**config.mk**
```make
export PLATFORM = sky130hd
export DESIGN_NAME = rau_divider
export DESIGN_NICKNAME = d
export VERILOG_FILES = /design/src/rau_pkg.sv /design/src/rau_divider.sv
export SDC_FILE = /design/constraint.sdc
export NUM_CORES = 1
export LEC_CHECK = 0
export ABC_CLOCK_PERIOD_IN_PS = 4370
export BUFFER_PORTS_ARGS = -buffer_cell sky130_fd_sc_hd__buf_4
export CAP_MARGIN = 30
export CORE_MARGIN = 5
export CORE_UTILIZATION = 40
export CTS_BUF_LIST = sky130_fd_sc_hd__clkbuf_4 sky130_fd_sc_hd__clkbuf_8
export CTS_CLUSTER_SIZE = 24
export DETAILED_ROUTE_END_ITERATION = 16
export PLACE_DENSITY = 0.59
export RECOVER_POWER = 50
export SYNTH_ARGS = -nofsm -noshare
export SYNTH_HDL_FRONTEND = slang
export SYNTH_SLANG_ARGS = --single-unit
```
**constraint.sdc**
```tcl
create_clock -name clk_i -period 4.37 [get_ports clk_i]
set_input_delay 0.437 -clock clk_i [delete_from_list [all_inputs] [get_ports clk_i]]
set_output_delay 0.437 -clock clk_i [all_outputs]
set_load 0.01 [all_outputs]
```
**src/rau_pkg.sv**
```systemverilog
// ============================================================================
// rau_pkg: shared types and constants for the rational arithmetic unit
// Request and result payloads, operation codes and the sequencer states.
// ============================================================================
`default_nettype none
package rau_pkg;

  localparam int unsigned MagBits = 64;

  typedef enum logic [2:0] {
    OP_NORM = 3'd0,
    OP_ADD  = 3'd1,
    OP_SUB  = 3'd2,
    OP_MUL  = 3'd3,
    OP_DIV  = 3'd4,
    OP_LESS = 3'd5,
    OP_EQ   = 3'd6,
    OP_NONE = 3'd7
  } op_e;

  typedef struct packed {
    logic [2:0]         operation;
    logic signed [31:0] a_num;
    logic signed [31:0] a_den;
    logic signed [31:0] b_num;
    logic signed [31:0] b_den;
  } req_t;

  typedef struct packed {
    logic signed [31:0] res_num;
    logic [30:0]        res_den;
    logic               compare_true;
    logic               zero_divisor;
    logic               overflow;
  } rsp_t;

  // Sequencer states
  typedef enum logic [4:0] {
    ST_IDLE,
    ST_LOAD_A,    // start gcd on a
    ST_GCD,       // remainder loop running
    ST_DIVN,      // num / g
    ST_DIVD,      // den / g
    ST_NEXT,      // decide after one reduction
    ST_MUL1,
    ST_MUL2,
    ST_MUL3,
    ST_COMBINE,
    ST_FINISH,
    ST_OUT
  } state_e;

  // Divider requests and replies travel as a pair of structs
  typedef struct packed {
    logic              start;
    logic [MagBits-1:0] dividend;
    logic [MagBits-1:0] divisor;
  } div_req_t;

  typedef struct packed {
    logic              done;
    logic [MagBits-1:0] quot;
    logic [MagBits-1:0] rem;
  } div_rsp_t;

endpackage
`default_nettype wire

```
**src/rau_divider.sv**
```systemverilog
// ============================================================================
// rau_divider: shared 64-bit unsigned restoring divider
// One quotient bit per cycle; gives quotient and remainder when done.
// ============================================================================
`default_nettype none
module rau_divider (
  input  wire logic              clk_i,
  input  wire logic              rst_ni,
  input  wire rau_pkg::div_req_t req_i,
  output rau_pkg::div_rsp_t      rsp_o
);
  import rau_pkg::*;

  localparam int unsigned CntBits = $clog2(MagBits + 1);

  logic               busy_q, busy_d;
  logic [CntBits-1:0] cnt_q, cnt_d;
  logic [MagBits-1:0] quo_q, quo_d;
  logic [MagBits-1:0] rem_q, rem_d;
  logic [MagBits-1:0] dsr_q, dsr_d;
  logic               done_q, done_d;
  logic [MagBits:0]   trial;

  // Shift one dividend bit into the partial remainder and try a subtract
  always_comb begin
    busy_d = busy_q;
    cnt_d  = cnt_q;
    quo_d  = quo_q;
    rem_d  = rem_q;
    dsr_d  = dsr_q;
    done_d = 1'b0;
    trial  = {rem_q, quo_q[MagBits-1]} - {1'b0, dsr_q};
    if (req_i.start) begin
      busy_d = 1'b1;
      cnt_d  = CntBits'(MagBits);
      quo_d  = req_i.dividend;
      rem_d  = '0;
      dsr_d  = req_i.divisor;
    end else if (busy_q) begin
      if (!trial[MagBits]) begin
        rem_d = trial[MagBits-1:0];
        quo_d = {quo_q[MagBits-2:0], 1'b1};
      end else begin
        rem_d = {rem_q[MagBits-2:0], quo_q[MagBits-1]};
        quo_d = {quo_q[MagBits-2:0], 1'b0};
      end
      cnt_d = cnt_q - 1'b1;
      if (cnt_q == CntBits'(1)) begin
        busy_d = 1'b0;
        done_d = 1'b1;
      end
    end
  end

  always_ff @(posedge clk_i or negedge rst_ni) begin
    if (!rst_ni) begin
      busy_q <= 1'b0;
      done_q <= 1'b0;
      cnt_q  <= '0;
    end else begin
      busy_q <= busy_d;
      done_q <= done_d;
      cnt_q  <= cnt_d;
    end
  end

  always_ff @(posedge clk_i) begin
    quo_q <= quo_d;
    rem_q <= rem_d;
    dsr_q <= dsr_d;
  end

  assign rsp_o.done = done_q;
  assign rsp_o.quot = quo_q;
  assign rsp_o.rem  = rem_q;

endmodule
`default_nettype wire

```
# --- Yosys cells after proc, flatten, opt, wreduce, memory -nomap -nowiden ---
# Index checks and enable logic that the tools add are counted.
word_totals:
  reg_bits: 201
  output_inout_bits: 129
  word_cells: 22
classes:
  addsub: 2
  n_eq_ne: 1
  n_mux: 12
  reduce_logical: 1
ops:
  columns: ["op", "count"]
  rows:
  - ["2-to-1 mux 64 bit", 3]
  - ["subtractor 65 x 64 -> 65 bit", 1]
  - ["2-to-1 mux 7 bit", 2]
  - ["== test 7 x 1 -> 1 bit, second input constant", 1]
  - ["2-to-1 mux 1 bit", 7]
  - ["subtractor 7 x 1 -> 7 bit, second input constant", 1]
  - ["nonzero test 2 bit", 1]

# --- Longest topological paths before layout ---
# Gate-level depths: netlist of the first run.
logic_depth:
  ltp_word: 4
  mapped_depth: 15

# --- Least setup slack after synthesis of the first run ---
# OpenSTA, ideal clock, no wires.
synth_timing:
  path_type: "register to register"
  startpoint: "register quo_q[63]"
  endpoint: "register rem_q[54]"
  setup_ns: 0.152
  arrival_ns: 2.977
  required_ns: 4.218
  path_slack_ns: 1.242
  path_stages_with_launch: 14
  period_less_slack_ns: 3.128
  cell_sequence: "edfxtp_1 > inv_1 > ha_1 > fa_1 > and2b_1 > o211ai_2 > a21o_1 > o31ai_2 > nand4b_1 > a2111oi_2 > o21ai_1 > and2_1 > o2111ai_1 > a311oi_2"
synth_between:
  elab_chain_len: 2
synth_rtl:
  columns: ["item", "line", "rtl"]
  rows:
  - ["start, declared", "rau_divider.sv:18", "logic [MagBits-1:0] quo_q, quo_d;"]
  - ["start signal, assigned", "rau_divider.sv:68", "quo_q <= quo_d;"]
  - ["subtractor 65 x 64 -> 65 bit", "rau_divider.sv:32", "trial = {rem_q, quo_q[MagBits-1]} - {1'b0, dsr_q};"]
  - ["2-to-1 mux 64 bit", "rau_divider.sv:40", "if (!trial[MagBits]) begin"]
  - ["end signal, assigned", "rau_divider.sv:69", "rem_q <= rem_d;"]
  - ["end, declared", "rau_divider.sv:19", "logic [MagBits-1:0] rem_q, rem_d;"]
# No other way between the ends.
# A chain may end at the register's enable or synchronous reset.

# --- Worst setup path in the final report of the first run ---
layout_timing:
  startpoint: "register quo_q[63]"
  endpoint: "register rem_q[36]"
# Same word-level chain as after synthesis.

==> results of run 1 <==
registers in the layout, summed over array words and instances (netlist names):
register,cells
quo_q,64
dsr_q,64
rem_q,64
busy_q,1
cnt_q,7
done_q,1
logic make-up (layout without fill, tap and decap cells):
kind of cell,after synthesis,count (layout),share of synthesized area [%]
AND/OR/NAND/NOR,404,404,14.7
AO/OA/AOI/OAI,311,311,18.8
flip-flops,201,201,43.7
buffers and inverters,151,419,5.29
multiplexers,68,68,6.25
adder cells (fa/ha/maj),67,67,6.92
XOR/XNOR,60,60,4.30
stage by stage:
step	util, %	setup slack, ps
CTS	50.2	629
detailed placement	47.6	677
global placement	47.5	745
floorplan	-	1240
finish	49.0	623
global route	49.0	376
layout by cell type (no fill, tap or decap), types with 25 or more instances in the layout:
cell,netlist,layout
inv_1,78,77
nor2_1,110,110
mux2_2,63,61
dfxtp_1,64,64
buf_4,9,108
xor2_1,25,25
clkbuf_1,46,98
clkbuf_8,0,43
a21o_1,33,33
xnor2_1,35,35
o21ai_0,46,46
nand2_1,178,178
a21oi_1,78,78
clkbuf_4,0,84
edfxtp_1,128,128
ha_1,66,66
area by class of cell:
cell class	count	area [µm²]	area share, %
tap	396	495	3.33
clock inverter	4	27.5	0.185
timing repair buffer	271	1710	11.5
multi-input combinational	910	6230	41.9
sequential	201	5350	36.0
inverter	78	293	1.97
clock buffer	66	764	5.14
power by group:
group          total [mW]  switching [mW]  internal (mW)
Sequential           2.38           0.136           2.24
Clock                1.91           0.816           1.10
Combinational        1.25           0.708          0.541
Yosys cell counts, types with 4 or more instances:
cell and count:
nand2_1 178, edfxtp_1 128, nor2_1 110, a21oi_1 78
inv_1 78, ha_1 66, dfxtp_1 64, mux2_2 63
clkbuf_1 46, o21ai_0 46, xnor2_1 35, a21o_1 33
xor2_1 25, a311oi_1 24, a311oi_2 24, nand4_1 24
nand3_1 23, nor3_1 15, o21ai_1 13, buf_2 12
o21a_1 11, nor2b_1 10, o21bai_1 10, a211oi_1 9
buf_4 9, dfrtp_1 9, a31oi_1 8, and3_1 8
nand2b_1 6, o221ai_1 6, or3_1 6, nor4_1 5
o211ai_1 5, o31ai_1 5, and2_1 4, buf_6 4
mux2i_1 4
final timing paths:
path	start	endpoint	slack (ps)	cells past startpoint
worst max-delay path	quo_q[63]	rem_q[36]	620	14
worst min-delay path	req_i[46]	dsr_q[46]	80	1
worst max register to register	quo_q[63]	rem_q[36]	620	14
worst min register to register	rem_q[19]	rem_q[19]	500	2
max in group asynchronous	rst_ni	busy_q	3630	2
min in group asynchronous	rst_ni	cnt_q[5]	370	2
metal layers:
| metal | up-vias | track usage (%) | share of wire, % |
|---|---|---|---|
| li1 | 5073 | - | - |
| met1 | 4799 | 27.2 | 45 |
| met2 | 342 | 30.6 | 44 |
| met3 | 53 | 7.07 | 9.1 |
| met4 | 0 | 4.64 | 1.8 |
| met5 | - | 0 | 0 |
worst reg2reg max path: cells and delay by family (launching register included):
family	cells	cell delay, ps
buffers and inverters	2	360
AND/OR/NAND/NOR	4	910
AO/OA/AOI/OAI	6	1380
flip-flops	1	340
adder cells (fa/ha/maj)	2	640
==> summary.md, run 1 <==
| Metric | Value |
|---|---|
| CP max stage cell | and3_2 |
| Synth top area cells | edfxtp_1 (31%), dfxtp_1 (10%), ha_1 (6.8%), mux2_2 (5.8%), nand2_1 (5.5%) |
| Resized Gates After CTS | 0 |
| Post-synth EDFFs | 128 |
| Residual DRC | 0 |
| Worst Path Required | a little under 5000 ps |
| DIE WIDTH | 185 µm |
| Post-CTS Hold Buffers | 1 |
| DP Wirelength | roughly 26000 µm |
| Crit path max fanout | 19 |
| Failing checks | max-capacitance violations, max-slew violations |
| CTS Buf Count | 38 |
| Syn Nets | 1460 |
| Setup-failing EPs final | 0 |
| WS Path Type | reg2reg |
| Yosys top cell by area | edfxtp_1 |
| Routability cong. | roughly 0.89 |
| Die Footprint | ~34000 µm² |
| Mapped Area | 12200 µm² |
| Starting Density | 40.3% |
| Hold Crit Class | in2reg |
| Post-layout nets | between 1500 and 2000 |
| Register area share after synthesis | 43.7% |
| CP Cell Sequence | inv_1, ha_1, fa_1, and2b_1, o211ai_2, a21o_1, o31ai_2, o2111a_1, o21ai_2, nand3_2, and3_2, buf_4, nand2_1, a311oi_2 |
| Initial antenna violation count | 0 |
| Row cnt | 64 |
| CP Capture Type | flop |
| Hold WS | 80.2 ps |
| Number of distinct library cells after synthesis | 78 |
| Largest net degree at the start of global routing | 71 |
| Area Overhead vs Synth | 21.6% |
| Post-DR wirelength/cell | 18.2 µm |
| Final Cell Area | 14900 µm² |
| CP Buf/Inv Count | 2 |
| Final Hold Vio Count | 0 |
| Worst rel slew slack | -83.9% |
| Layout cells sized above 1 | a little under a quarter |
| Remaining Overflow, GRT | 0 |
| PortBufs | 259 |
| Initial DRC Count | 648 |
| Inst Count DP | ~1900 |
| Total Power | 5.54 mW |
| RSZ-0062 raised after global routing | false |
| Avg Cell Area, Syn | 9.69 µm² |
| Critical path's top delay family | compound AO/OA/AOI/OAI gates |
| Slew of the pin with the lowest slew margin | 2760 ps |
| Routed WL | 35100 µm |
| Yosys warns | 0 |
| Vias in the first global route | 10200 |
| Fin crit share | 85.7% |
| VDD IR-drop max | between 0.2 and 0.25 mV |
| Outcome | finished with violations |
| Worst-Skew Late Latency | 550 ps |
| Leakage | 6.23 nW |
| Via-to-Cell Ratio | 5.33 |
| Top cell type's share of synthesized area | a little under a third |
| Startpoint types | flop |
| Non-Filler Instances | around 1900 |
| Achievable Freq | 0.267 GHz |
| Ant. Diodes | 0 |
| Routed Antenna Nets | 0 |
| Synthesized netlist cell count | 1262 |
| Fraction of registers with async set/reset | 4.48% |
| Fin crit period | 3750 ps |
| First-pass GRT wire length | 55100 µm |
| Pwr/cell area | 373 nW/µm² |
| Seq cells post-synth | roughly 200 |
| CTS sink cnt | about 200 |
| Max-slew violations | 107 |
| Ports | 260 |
| DIE HEIGHT | around 180 µm |
| Number of fill cells | 2941 |
| CORE AREA | about 30000 µm² |
| CTS clk-pin slew, worst paths | 60 ps |
| Vias | 10300 |
| Clk_skew | 26.6 ps |
| Max cap viols | 2 |
| CP max stage delay | 460 ps |
| H-tree Lvls | 2 |
| Gr usage total | 19.9% |
| Max clock buf depth | 3 |
| Setup TNS | 0 ps |
| Post-CTS Setup Bufs | 0 |
| Synth Flop Type | edfxtp_1 |
| Clock root buffer | clkbuf_8 |
| TritonRoute pass-1 iters | 5 |
| Placed inst area | approximately 14000 µm² |
| CP arrival | 4190 ps |
| CTS tree | done |
No activity file was read; power rests on OpenSTA's default activity.
==> run 2: changes to the inputs <==
ABC_CLOCK_PERIOD_IN_PS = 3900   (was 4370)
clock period = 3.9 ns   (was 4.37 ns; I/O delays follow)
==> summary.md, run 2 (synthesis gave the netlist of run 1 again) <==
| Metric | Value |
|---|---|
| Total Power | 6.37 mW (was 5.54 mW) |
| Remaining Overflow, GRT | 0 (unchanged) |
| CTS sink cnt | 201 (unchanged) |
| Via-to-Cell Ratio | 5.36 (was 5.33) |
| VDD IR-drop max | 0.282 mV (was 0.247 mV) |
| Largest registers | dsr_q: 64 flops, quo_q: 64 flops, rem_q: 64 flops (unchanged) |
| Gr usage total | 20.3% (was 19.9%) |
| Fin crit share | 94.0% (was 85.7%) |
| Reg power frac | 42.1% (was 43.0%) |
| Reg-to-reg endpoint | rem_q[53] (was rem_q[36]) |
| Worst r2r src | quo_q[63] (unchanged) |
| CTS clk-pin slew, worst paths | 60 ps (about the same) |
| Layout cells sized above 1 | 26.0% (was 22.8%) |
| Worst rel slew slack | -66.0% (was -83.9%) |
| Crit path max fanout | 21 (was 19) |
| Gate power share | 23.2% (was 22.5%) |
| Number of fill cells | 2831 (was 2941) |
| Post-layout nets | 1752 (was 1698) |
| CP arrival | 4110 ps (was 4190 ps) |
| Worst Hold Launch | req_i[60] (was req_i[46]) |
| Startpoint types | flop (unchanged) |
| Die Footprint | 34200 µm² (unchanged) |
| CP Capture Type | flop (unchanged) |
| Worst Path Required | 4340 ps (was 4820 ps) |
| Max clock buf depth | 3 (unchanged) |
| Outcome | finished with violations (unchanged) |
| Routed WL | 36000 µm (was 35100 µm) |
| Vias | 10600 (was 10300) |
| Vias in the first global route | 10600 (was 10200) |
| Initial DRC Count | 809 (was 648) |
| Largest net degree at the start of global routing | 66 (was 71) |
| Hold Path Depth | 1 (unchanged) |
| DP Wirelength | 26900 µm (was 26200 µm) |
| Worst-Skew Late Latency | 560 ps (was 550 ps) |
| Achievable Freq | 0.273 GHz (was 0.267 GHz) |
| PortBufs | 259 (unchanged) |
| Most common cell after layout, fill and taps aside | nand2_1 (unchanged) |
| Initial antenna violation count | 0 (unchanged) |
| Ports | 260 (unchanged) |
| CP Launch Point | quo_q[63] (unchanged) |
| Row cnt | 64 (unchanged) |
| Hold WS | 49.0 ps (was 80.2 ps) |
| Final Hold Vio Count | 0 (unchanged) |
| Clk_skew | 32.4 ps (was 26.6 ps) |
| CP Cell Sequence | inv_1, ha_1, fa_1, and2b_1, o211ai_2, a21o_1, o31ai_2, o2111a_1, o21ai_2, nand3_2, and3_2, nand2_1, o221ai_1 (was inv_1, ha_1, fa_1, and2b_1, o211ai_2, a21o_1, o31ai_2, o2111a_1, o21ai_2, nand3_2, and3_2, buf_4, nand2_1, a311oi_2) |
| Worst Hold Endpoint | dsr_q[60] (was dsr_q[46]) |
| CORE AREA | 30300 µm² (unchanged) |
| Setup-failing EPs final | 0 (unchanged) |
| CP max stage delay | 570 ps (was 460 ps) |
| Commonest non-fill, non-tap cells in the layout | nand2_1 (178), buf_4 (173), edfxtp_1 (128) (was nand2_1 (178), edfxtp_1 (128), nor2_1 (110)) |
| WS Path Type | reg2reg (unchanged) |
| Routability cong. | 0.938 (was 0.886) |
| DIE HEIGHT | 185 µm (unchanged) |
| Area Overhead vs Synth | 28.1% (was 21.6%) |
| Worst reg-to-reg path cell count | 13 (was 14) |
| Max cap viols | 2 (unchanged) |
| Hold Crit Class | in2reg (unchanged) |
| Fin crit period | 3660 ps (was 3750 ps) |
| Leakage | 6.69 nW (was 6.23 nW) |
| H-tree Lvls | 2 (unchanged) |
| Clock root buffer | clkbuf_8 (unchanged) |
| CTS tree | done (unchanged) |
| First-pass GRT wire length | 56200 µm (was 55100 µm) |
| TritonRoute pass-1 iters | 6 (was 5) |
| Register-to-register path setup slack | 240 ps (was 620 ps) |
| Max-slew violations | 110 (was 107) |
| Ant. Diodes | 0 (unchanged) |
| Pint | 4.45 mW (was 3.88 mW) |
| Psw | 1.92 mW (was 1.66 mW) |
| DIE WIDTH | 185 µm (unchanged) |
| Switching Share | 30.1% (was 30.0%) |
| Routed Antenna Nets | 0 (unchanged) |
| Starting Density | 40.3% (unchanged) |
| Post-DR wirelength/cell | 18.2 µm (about the same) |
| Slew of the pin with the lowest slew margin | 2490 ps (was 2760 ps) |
| CTS Buf Count | 38 (unchanged) |
| Failing checks | max-capacitance violations, max-slew violations (unchanged) |
| Clock power frac | 34.7% (was 34.5%) |
| CP max stage cell | and3_2 (unchanged) |
| Residual DRC | 0 (unchanged) |
| Pwr/cell area | 407 nW/µm² (was 373 nW/µm²) |
## run 2: changes by cell type in the layout (fill, tap and decap cells not counted), moves of 3 or more
cell / delta
clkbuf_4: -13
clkinv_1: +5
clkinv_2: +6
buf_12: +3
clkbuf_1: -62
bufinv_16: +3
clkbuf_8: -4
clkbuf_2: +3
buf_4: +65
dlygate4sd3_1: +48
## run 2: worst max-delay path by stage
stage                           end  slack [ps]  cells after the start
after floorplan           rem_q[54]         770                     13
after global placement    rem_q[54]         370                     13
after detailed placement  rem_q[54]         320                     13
after CTS                 rem_q[54]         260                     13
after global routing      rem_q[54]         -20                     14
final                     rem_q[53]         240                     13
## run 2: worst max-delay path, delay by kind of cell, from the launching register on
family | cells | cell delay, ps
compound gates | 6 | 1250
simple gates | 4 | 1260
fa+ha+maj | 2 | 630
buf+inv | 1 | 60
flops | 1 | 340
## run 2: stage by stage
| stage | instances | area (µm²) | setup WS [ps] | TNS, ps | utilization [%] |
|---|---|---|---|---|---|
| after floorplan | 1262 | 12200 | 772 | 0 | - |
| after global placement | 1859 | 14500 | 370 | 0 | 47.7 |
| after detailed placement | 1859 | 14500 | 316 | 0 | 47.7 |
| after CTS | 1978 | 15800 | 256 | 0 | 52.0 |
| after global routing | 1980 | 15700 | -15.3 | -15.3 | 51.6 |
| final | 1980 | 15700 | 235 | 0 | 51.6 |
## run 2: area by class of cell
class                           instances  area [µm²]  area share (%)
Tap cell                              396         495            3.16
Clock inverter                         20         188            1.20
Inverter                               78         293            1.87
Multi-Input combinational cell        910        6250            39.9
Sequential cell                       201        5350            34.2
Clock buffer                           50         619            3.95
Timing Repair Buffer                  325        2470            15.8
## run 2: layer usage
layer,wire (µm),track usage [%],part of all wire [%],up-vias
met5,0,0,0,-
met4,790,5.31,2.2,0
met3,3220,6.26,8.9,51
met2,16100,31.6,45,369
met1,15900,27.6,44,5006
li1,-,-,-,5192
## run 2: timing repair
| item | 4_1_cts | 5_1_grt |
|---|---|---|
| setup buffers | 0 | 2 |
| hold buffers | 49 | 0 |
| hold endpoints to repair | 57 | 0 |
| gates resized for setup | 0 | 1 |
| setup endpoints to repair | 0 | 2 |
## run 2: power by group through the flow
| stage | Combinational [mW] | Clock (mW) | Sequential, mW |
|---|---|---|---|
| 5_1_grt | 1.63 | 2.38 | 2.72 |
| 3_3_place_gp | 1.45 | 0 | 2.72 |
| 6_report | 1.48 | 2.21 | 2.69 |
| 3_5_place_dp | 1.46 | 0 | 2.73 |
| 4_1_cts | 1.50 | 2.28 | 2.69 |
| 2_1_floorplan | 0.861 | 0 | 2.74 |
